## src/rtl/seh_pkg.sv

```systemverilog
// shared types, constants and helpers for the substring equality hash block
package seh_pkg;

    localparam int MAX_LEN = 1024;
    localparam int LEN_W   = 11;
    localparam int POS_W   = 10;
    localparam int HASH_W  = 30;
    localparam int CHAR_W  = 8;
    localparam int STEP_W  = 5;

    localparam logic [STEP_W-1:0] MUL_STEPS  = STEP_W'(HASH_W);
    localparam logic [HASH_W-1:0] MOD_FIRST  = 30'd1000000007;
    localparam logic [HASH_W-1:0] MOD_SECOND = 30'd1000000009;
    localparam logic [HASH_W-1:0] BASE_RESET = 30'd11;
    localparam logic [LEN_W-1:0]  LEN_FULL   = LEN_W'(MAX_LEN);

    typedef enum logic [1:0] {
        REQ_APPEND = 2'd0,
        REQ_QUERY  = 2'd1,
        REQ_CLEAR  = 2'd2,
        REQ_NONE   = 2'd3
    } req_t;

    typedef struct packed {
        logic [1:0]        req_type;
        logic [CHAR_W-1:0] text_char;
        logic [POS_W-1:0]  pos_a;
        logic [POS_W-1:0]  pos_b;
        logic [LEN_W-1:0]  sub_len;
    } in_item_t;

    typedef struct packed {
        logic equal;
        logic hash_match;
        logic range_error;
    } out_item_t;

    typedef struct packed {
        logic [HASH_W-1:0] pf;
        logic [HASH_W-1:0] ps;
        logic [HASH_W-1:0] qf;
        logic [HASH_W-1:0] qs;
    } hash_entry_t;

    typedef enum logic [3:0] {
        S_IDLE,
        S_A_RD,
        S_A_GO,
        S_A_MUL,
        S_Q_LEN,
        S_Q_A,
        S_Q_B,
        S_Q_AE,
        S_Q_BE,
        S_Q_MUL,
        S_C_RD,
        S_C_CHK,
        S_OUT
    } state_t;

    // (p - t) mod m with p, t already below m
    function automatic logic [HASH_W-1:0] sub_mod(input logic [HASH_W-1:0] p,
                                                  input logic [HASH_W-1:0] t,
                                                  input logic [HASH_W-1:0] m);
        logic [HASH_W:0] r;
        r = {1'b0, p} + {1'b0, m} - {1'b0, t};
        if (r >= {1'b0, m})
        begin
            r = r - {1'b0, m};
        end
        return r[HASH_W-1:0];
    endfunction

endpackage

```

## src/rtl/seh_mulmod.sv

```systemverilog
// bit-serial modular multiply-add, one multiplier bit per cycle, msb first
module seh_mulmod
    import seh_pkg::*;
(
    input  logic              clk,
    input  logic              rst_n,
    input  logic              start,
    input  logic [HASH_W-1:0] x,
    input  logic [HASH_W-1:0] y,
    input  logic [CHAR_W-1:0] addend,
    input  logic [HASH_W-1:0] modulus,
    output logic              done,
    output logic [HASH_W-1:0] result
);

    logic              active_reg;
    logic              done_reg;
    logic [STEP_W-1:0] cnt_reg;
    logic [HASH_W-1:0] acc_reg;
    logic [HASH_W-1:0] x_reg;
    logic [HASH_W-1:0] y_reg;
    logic [CHAR_W-1:0] add_reg;
    logic [HASH_W-1:0] acc_next;
    logic [HASH_W:0]   dbl;
    logic [HASH_W:0]   dbl_red;
    logic [HASH_W:0]   sum;
    logic [HASH_W:0]   fin;
    logic [HASH_W:0]   mod_ext;

    always_comb
    begin
        mod_ext = {1'b0, modulus};
        dbl     = {acc_reg, 1'b0};
        dbl_red = (dbl >= mod_ext) ? dbl - mod_ext : dbl;
        sum     = dbl_red + (y_reg[HASH_W-1] ? {1'b0, x_reg} : '0);
        if (sum >= mod_ext)
        begin
            sum = sum - mod_ext;
        end
        fin = {1'b0, acc_reg} + {{(HASH_W+1-CHAR_W){1'b0}}, add_reg};
        if (fin >= mod_ext)
        begin
            fin = fin - mod_ext;
        end
        acc_next = (cnt_reg != '0) ? sum[HASH_W-1:0] : fin[HASH_W-1:0];
    end

    always_ff @(posedge clk or negedge rst_n)
    begin
        if (!rst_n)
        begin
            active_reg <= 1'b0;
            done_reg   <= 1'b0;
            cnt_reg    <= '0;
        end
        else
        begin
            done_reg <= 1'b0;
            if (start)
            begin
                active_reg <= 1'b1;
                cnt_reg    <= MUL_STEPS;
            end
            else if (active_reg)
            begin
                if (cnt_reg != '0)
                begin
                    cnt_reg <= cnt_reg - 1'b1;
                end
                else
                begin
                    active_reg <= 1'b0;
                    done_reg   <= 1'b1;
                end
            end
        end
    end

    always_ff @(posedge clk)
    begin
        if (start)
        begin
            acc_reg <= '0;
            x_reg   <= x;
            y_reg   <= y;
            add_reg <= addend;
        end
        else if (active_reg)
        begin
            acc_reg <= acc_next;
            y_reg   <= {y_reg[HASH_W-2:0], 1'b0};
        end
    end

    assign done   = done_reg;
    assign result = acc_reg;

endmodule

```

## config.mk

```make
export PLATFORM = sky130hd
export DESIGN_NAME = seh_mulmod
export DESIGN_NICKNAME = d
export VERILOG_FILES = /design/src/rtl/seh_pkg.sv /design/src/rtl/seh_mulmod.sv
export SDC_FILE = /design/constraint.sdc
export NUM_CORES = 1
export LEC_CHECK = 0
export ABC_AREA = 1
export BUFFER_PORTS_ARGS = -buffer_cell sky130_fd_sc_hd__buf_2
export CELL_PAD_IN_SITES_DETAIL_PLACEMENT = 0
export CELL_PAD_IN_SITES_GLOBAL_PLACEMENT = 1
export CORE_ASPECT_RATIO = 1.4
export CORE_MARGIN = 5
export CORE_UTILIZATION = 43
export DETAILED_ROUTE_END_ITERATION = 7
export GPL_TIMING_DRIVEN = 0
export PLACE_DENSITY_LB_ADDON = 0.1
export SYNTH_ARGS = -nofsm -noshare
export SYNTH_HDL_FRONTEND = slang
export SYNTH_SLANG_ARGS = --single-unit
export TNS_END_PERCENT = 5
```

## constraint.sdc

```tcl
create_clock -name clk -period 7.6 [get_ports clk]
set_input_delay 0 -clock clk [delete_from_list [all_inputs] [get_ports clk]]
set_output_delay 0 -clock clk [all_outputs]
set_load 0.05 [all_outputs]
```

; Yosys cells after proc, flatten, opt, wreduce, memory -nomap -nowiden
; Index checks and enable logic that the tools add are counted.
[classes]
addsub = 6
order_cmp = 3
muxes = 16
reduce_logical = 4
[ops]
columns = cell, count
row1 = 30-bit two-way mux, 6
row2 = 31-bit by 30-bit greater-or-equal comparator with 1-bit output, 3
row3 = 30-bit subtractor, 2
row4 = 30-bit by 8-bit adder with 31-bit output, 1
row5 = 31-bit by 30-bit adder with 31-bit output, 1
row6 = 31-bit two-way mux, 1
row7 = 31-bit by 30-bit subtractor with 31-bit output, 1
row8 = 5-bit two-way mux, 3
row9 = 1-bit two-way mux, 6
row10 = 5-bit nonzero test, 1
row11 = 5-bit by 1-bit subtractor with 5-bit output (second input constant), 1
row12 = 2-bit nonzero test, 2
row13 = 2-bit AND reduction, 1
[totals]
reg_bits = 105
out_inout_bits = 31
wordCells = 36

; Longest topological paths before layout
; Gate-level depths: netlist of the first run.
[depth]
ltp_word = 6
mapped_depth = 47
mapped_depth_nobuf = 45

; Least setup slack after synthesis of the first run
; No wires, ideal clock.
[synth_timing]
kind = register -> register
from = register acc_reg[1] (netlist: result[1])
to = register acc_reg[19] (netlist: result[19])
setup_ns = 0.109
t_arrival_ns = 5.586
path_slack_ns = 1.905
path_stages_with_launch = 42
period_less_slack_ns = 5.695
cell_sequence = dfxtp_1 -> ha_1 -> a21oi_1 -> nand2_1 -> nand2_1 -> nand2_1 -> nand2_1 -> nand2_2 -> nand2_1 -> nand3_2 -> inv_1 -> buf_2 -> clkbuf_1 -> o21ai_0 -> fa_1 -> nand3_1 -> nand2_1 -> nand2_1 -> [... 6 more ...] -> nand3b_1 -> nand2_1 -> inv_1 -> ha_1 -> a21o_1 -> a31oi_1 -> a21oi_1 -> nor2_1 -> nand3_1 -> nand2_1 -> inv_1 -> nor2_2 -> buf_2 -> nand3_1 -> nand3_1 -> nand3_1 -> nand2_1 -> inv_1
[synth_between]
elab_chain_cells = 6
[synth_lines]
columns = element, line
row1 = from (decl), seh_mulmod.sv:19  ; logic [HASH_W-1:0] acc_reg;
row2 = from (signal assigned), seh_mulmod.sv:90  ; acc_reg <= acc_next;
row3 = 31-bit by 30-bit subtractor with 31-bit output or 31-bit by 30-bit greater-or-equal comparator with 1-bit output (tied branches), seh_mulmod.sv:34  ; dbl_red = (dbl >= mod_ext) ? dbl - mod_ext : dbl;
row4 = 31-bit two-way mux, seh_mulmod.sv:34
row5 = 31-bit by 30-bit adder with 31-bit output, seh_mulmod.sv:35  ; sum = dbl_red + (y_reg[HASH_W-1] ? {1'b0, x_reg} : '0);
row6 = 30-bit subtractor or 31-bit by 30-bit greater-or-equal comparator with 1-bit output (tied branches), "seh_mulmod.sv:38, seh_mulmod.sv:36"
row7 = 30-bit two-way mux, seh_mulmod.sv:36  ; if (sum >= mod_ext)
row8 = 30-bit two-way mux *, seh_mulmod.sv:45  ; acc_next = (cnt_reg != '0) ? sum[HASH_W-1:0] : fin[HASH_W-1:0];
; Mark *: on every way between the ends. The rest lies on a longest branch, timed or not.
; A chain may end at the register's enable or synchronous reset.

; Worst setup path after layout of the first run
[layout_timing]
from = register acc_reg[12] (netlist: result[12])
to = register acc_reg[23] (netlist: result[23])
; Same word-level chain as after synthesis.

==> results of run 1 <==
[placed cells by master (no fill, tap or decap), types with 3 or more instances in the layout]
| cell | count |
|---|---|
| nand2_1 | 654 |
| inv_1 | 399 |
| nand3_1 | 217 |
| nor2_1 | 189 |
| a21oi_1 | 157 |
| buf_2 | 144 |
| ha_1 | 131 |
| o21ai_0 | 102 |
| xor2_1 | 84 |
| dlygate4sd3_1 | 70 |
| edfxtp_1 | 68 |
| nor3_1 | 34 |
| xnor2_1 | 33 |
| nand4_1 | 30 |
| dfxtp_1 | 30 |
| clkbuf_1 | 26 |
| a21o_1 | 18 |
| nand3b_1 | 17 |
| o21bai_1 | 12 |
| a31oi_1 | 11 |
| clkbuf_16 | 9 |
| dfrtp_1 | 7 |
| nand2_2 | 6 |
| nor4_1 | 6 |
| fa_1 | 5 |
| o21ai_1 | 4 |
| o21a_1 | 4 |
| a21boi_0 | 4 |
| o211ai_1 | 3 |
| buf_6 | 3 |
| buf_1 | 3 |
| buf_4 | 3 |
| inv_8 | 3 |
[synth_stat cells, types with 4 or more instances]
library cell	count	area, µm²
nor4_1	6	37.54
nand2_1	654	2455
fa_1	5	100.1
buf_2	13	65.06
xnor2_1	34	297.8
o21bai_1	12	90.09
o21ai_0	102	510.5
a21boi_0	4	30.03
dfrtp_1	7	175.2
edfxtp_1	68	2042
nor2_1	189	709.4
o21a_1	4	30.03
dfxtp_1	30	600.6
a31oi_1	11	68.82
ha_1	131	1639
clkbuf_1	28	105.1
nor3_1	34	170.2
nand3b_1	17	127.6
nand3_1	217	1086
nand2_2	6	37.54
nand4_1	30	187.7
a21oi_1	158	790.8
a21o_1	18	135.1
xor2_1	84	735.7
o21ai_1	4	20.02
inv_1	399	1498
[worst max path at each step]
stage | to | slack, ps
global route | result[29] | 20
finish | result[23] | 290
floorplan | result[19] | 1910
detailed placement | result[29] | -190
global placement | result[29] | -210
CTS | result[29] | 230
[per-stage QoR]
step / instance area [µm²] / std cells / utilization [%] / hold WS, ps / setup WS [ps]
global placement: 15240 / 2873 / 47.16 / -151.4 / -207.6
global route: 16250 / 2958 / 50.29 / 317.9 / 20.97
floorplan: 14030 / 2302 / - / -295.6 / 1905
detailed placement: 15240 / 2873 / 47.16 / -145.7 / -191.1
CTS: 16230 / 2958 / 50.25 / 295.4 / 230.2
finish: 16250 / 2958 / 50.29 / 304.0 / 291.1
[layer usage]
layer / vias to the layer above / GRT usage (%) / routed length (µm)
li1: 7852 / - / -
met1: 7170 / 35.08 / 21550
met2: 589 / 58.77 / 30300
met3: 174 / 3.019 / 3198
met4: 0 / 21.44 / 4653
met5: - / 0 / 0
[cell families after synthesis]
| logic type | count (synthesis) | synth area share [%] |
|---|---|---|
| xor+xnor | 118 | 7.367 |
| flops | 105 | 20.08 |
| fa+ha+maj | 136 | 12.40 |
| compound gates | 328 | 12.84 |
| buf+inv | 452 | 12.45 |
| simple gates | 1163 | 34.86 |
[critical path: cells and delay by family, from the launching register on]
kind / cells / cell delay, ps
buf+inv: 6 / 880
fa+ha+maj: 3 / 1130
compound gates: 5 / 1100
flops: 1 / 550
xor+xnor: 2 / 660
simple gates: 20 / 2890
[what timing repair did]
item,4_1_cts,5_1_grt
hold buffers,70,0
gates resized for setup,0,4
endpoints found under the setup margin,30,30
hold endpoints to repair,75,0
[cell type report]
cell class	count	area, µm²
clock inverters	7	75.07
multi-input cells	1745	9477
plain buffers	49	235.2
repair buffers	201	1356
flip-flops and latches	105	2818
well taps	440	550.5
clock buffers	9	225.2
fillers	3485	16060
inverters	402	1509
==> impl_results.md, run 1 <==
- Status: finished, final reports clean
- #FFs+latches synth: around 110
- Max Cap Viol: 0
- Post-CTS setup buffers: 0
- Worst min-delay path startpoint: start
- Longest Clk Path Bufs: 2
- RR Startpoint: result[12]
- Nets: roughly 2800
- Die footprint: 36390 µm²
- FP Rows: 78
- Drt drc: 0
- CTS H-tree depth: 3
- Top FF cell, synth: edfxtp_1
- Final Cycle Share: 96.17%
- Ant diodes: 0
- Top cell by count, worst path: nand2_1
- Total CTS buffers: 9
- WS Path Type: reg -> reg
- Max_slew headroom: 18.51%
- Worst-path maximum fanout: 10
- FMAX: about 140 MHz
- Skew-Pair Late Insertion Delay: between 300 and 400 ps
- GP Congestion: about 1.0
- Crit. End Element: register
- Routed vias: approximately 16000
- Clock Tree Root: clkbuf_16
- Slowest stage delay, CP: 690 ps
- Hold depth: 1
- Total GRT Usage: about a third
- RSZ-0062 raised after global routing: no
- Startpoint types: register
- Slew Viols, Final: 0
- Async set-reset flop share out of synthesis: 6.667%
- Post-layout min period: roughly 7300 ps
- Syn. warnings: 0
- Avg Inst Size Synth: roughly 6.1 µm²
- Clock transition at path regs: approximately 80 ps
- DRT antenna net count: 0
- Area Overhead vs Synth: 15.79%
- CP startpoint: result[12]
- Reg-to-reg critical path endpoint: result[23]
- R2r worst-path depth: 36
- Initial Util: 43.43%
- Worst min path class: in -> reg
- Die height: approximately 220 µm
- Share of layout cells above drive strength 1: about 7.4%
- Input/output buffers: 131
- Final Hold Viols: 0
- Tightest Pin Transition: 1219 ps
- DR iter-0 viols: approximately 1000
- Post-synth cell types: 51
- Routed WL: around 60 mm
- Syn Inst Count: 2302
- Clk_skew: 11.41 ps
- Vias in the first global route: roughly 16000
- Routed vias/inst: 5.336
- Post-synth EDFFs: 68
- TritonRoute pass-1 iters: 7
- Largest net degree at the start of global routing: 40
- Syn_nets: 2539
- Drt wl/cell: roughly 20 µm
- Syn Std Cell Area: 14030 µm²
- CP Data Required Time: 7880 ps
- Clock sinks: between 100 and 150
- Worst Hold End: add_reg[7]
- Die width: around 160 µm
- Initial antenna violation count: 0
- Final setup viols: 0
- IO Pins: between 100 and 150
- CTS tree: done
- DP Wirelength: around 50 mm
- Setup_tns: 0 ps
- Worst path slowest cell: nor3_1
- Global-route wire length before repair: 88.66 mm
- Register area share after synthesis: about a fifth
- Gr ovfl total: 0
- Critical Path AT: approximately 7600 ps
- Core area: approximately 32000 µm²
- R2r setup slk: around 290 ps
Power of run 1 is left out: the tool's default activity adds up to more than one toggle a clock period on the data nets, which glitch-free logic cannot reach.
==> inputs of run 2 (changes only) <==
Settings changed: CORE_UTILIZATION 43 to 39.
Clock period 7.6 ns to 6.62 ns, I/O delays scaled along.
==> run 2 against run 1 <==
  * Design area increased by 2.1%
  * Worst hold slack got worse by 27 ps
  * Clock skew is essentially flat
  * Global-route usage fell by 2.1 points
  * Maximum frequency grew 15%
  * Via count down 0.82%
  * Die area increased by 9.7%
  * Final cell count increased by 0.88%
  * Register-to-register slack worse by 20 ps
  * Sequential cell count stayed put
==> impl_results.md, run 2 (synthesis gave the netlist of run 1 again) <==
- Routed WL: 61.63 mm (+3.2%)
- RR Startpoint: result[12]
- Initial Util: 39.29% (-4.1 points)
- Total GRT Usage: 30.13% (-2.1 points)
- Post-layout min period: 6345 ps (-963.8 ps)
- Max_slew headroom: 20.09% (+1.6 points)
- Die height: 234.4 µm (+4.8%)
- Pre-CTS worst setup slack: -1375 ps (-1184 ps)
- Skew-Pair Late Insertion Delay: 380 ps (about the same)
- WS Path Type: reg -> reg
- Top cell by count, worst path: nand2_1
- Die footprint: 39920 µm² (+9.7%)
- DP Wirelength: 53.40 mm (+4.7%)
- Seq. cell area: 2841 µm² (+0.84%)
- Finished Cell Area: 16590 µm² (+2.1%)
- Global-route wire length before repair: 89.61 mm (+1.1%)
- CTS tree: done
- Largest delay share family, worst path: simple AND/OR/NAND/NOR gates
- Worst min path class: in -> reg
- Routed vias/inst: 5.247 (-1.7%)
- Worst setup margin: 275.0 ps (-16.17 ps)
- Layout fillers: 3928 (+13%)
- FMAX: 157.6 MHz (+15%)
- Post-Place Cells: 2895 (+0.77%)
- IO Pins: 132 (unchanged)
- Ant diodes: 0 (unchanged)
- Drt wl/cell: 20.65 µm (+2.3%)
- Core area: 35700 µm² (+11%)
- Critical Path AT: 6630 ps (-960 ps)
- Commonest non-fill, non-tap cell in the layout: nand2_1
- Final Cycle Share: 95.85% (-0.32 points)
- Buf+Inv Stages, Crit Path: 8 (+2)
- Vias in the first global route: 15560 (-0.88%)
- Input/output buffers: 131 (unchanged)
- Tightest Pin Transition: 1196 ps (-23.64 ps)
- Slowest stage delay, CP: 440 ps (-250 ps)
- Most frequent cells in the layout: nand2_1, inv_1, nand3_1, nor2_1, a21oi_1
- Final Non-Filler Cells: 2984 (+0.88%)
- TritonRoute pass-1 iters: 7 (unchanged)
- CP Data Required Time: 6900 ps (-980 ps)
- Initial antenna violation count: 0 (unchanged)
- Clk_skew: 11.88 ps (+0.4682 ps)
- FP Rows: 82 (+5.1%)
- Longest Clk Path Bufs: 2 (unchanged)
- Clock sinks: 105 (unchanged)
- Status: finished, final reports clean
- Slew Viols, Final: 0 (unchanged)
- Share of layout cells above drive strength 1: 10.03% (+2.6 points)
- Routed vias: 15660 (-0.82%)
- CP startpoint: result[12]
- GP Congestion: 0.9621 (-5.5%)
- Crit. End Element: register
- Final setup viols: 0 (unchanged)
- RSZ-0062 raised after global routing: yes
- Gr ovfl total: 0 (unchanged)
- Placed cell area: 15260 µm² (+0.18%)
- Multi-input gate area: 9696 µm² (+2.3%)
- DR iter-0 viols: 924 (-8.1%)
- Largest net degree at the start of global routing: 40 (unchanged)
- Startpoint types: register
- Clock transition at path regs: 90 ps (about the same)
- CTS H-tree depth: 3 (unchanged)
- Drt drc: 0 (unchanged)
- Area Overhead vs Synth: 18.25%
- Worst path slowest cell: fa_1
- Worst-path maximum fanout: 10 (unchanged)
- Worst min-delay path startpoint: modulus[0]
- Total CTS buffers: 9 (unchanged)
- DRT antenna net count: 0 (unchanged)
- Final Hold Viols: 0 (unchanged)
- Nets: 2754 (+0.15%)
- Max Cap Viol: 0 (unchanged)
- Die width: 170.3 µm (+4.7%)
- Clock Tree Root: clkbuf_16
[run 2: worst paths after layout]
path,endpoint,slack (ps),cells after the start
min reg2reg,y_reg[11],520,2
max,result[29],270,40
min in group asynchronous,active_reg,600,3
max in group asynchronous,cnt_reg[2],5750,3
max reg2reg,result[29],270,40
min,result[0],280,7
[run 2: routing by layer]
layer	wire (µm)	global-route usage, %	up-vias
li1	-	-	7858
met1	22360	32.01	7167
met2	32440	57.13	489
met3	2817	2.923	142
met4	4015	17.60	0
met5	0	0	-
[run 2: cell type report]
cell class | instances | share of cell area, %
timing repair buffer | 204 | 8.311
clock inverter | 7 | 0.5204
clock buffer | 9 | 1.358
sequential | 105 | 17.13
buffer | 50 | 1.659
inverter | 402 | 9.096
multi-input combinational | 1745 | 58.44
tap | 462 | 3.484
[run 2: worst min-delay path, cell delays in order]
cell and delay [ps]:
buf_2 170, ha_1 180, nand2_1 60, nand3_1 60
nand3_1 60, nand2_1 60, inv_1 30
[run 2: repair_timing]
action | CTS | global route
pin swaps | 2 | 3
setup buffers | 1 | 2
setup endpoints to repair | 30 | 30
resized for setup | 33 | 69
hold buffers | 70 | 0
endpoints found under the hold margin | 75 | 0
[run 2: stage by stage]
stage,hold WS [ps],util (%),TNS [ps]
3_3_place_gp,-148.1,42.75,-41180
3_5_place_dp,-148.1,42.75,-39100
2_1_floorplan,-295.6,-,0
5_1_grt,303.8,46.46,-51.55
4_1_cts,264.0,45.89,-7.129
6_report,276.7,46.46,0
Power of run 2 is left out for the same reason.
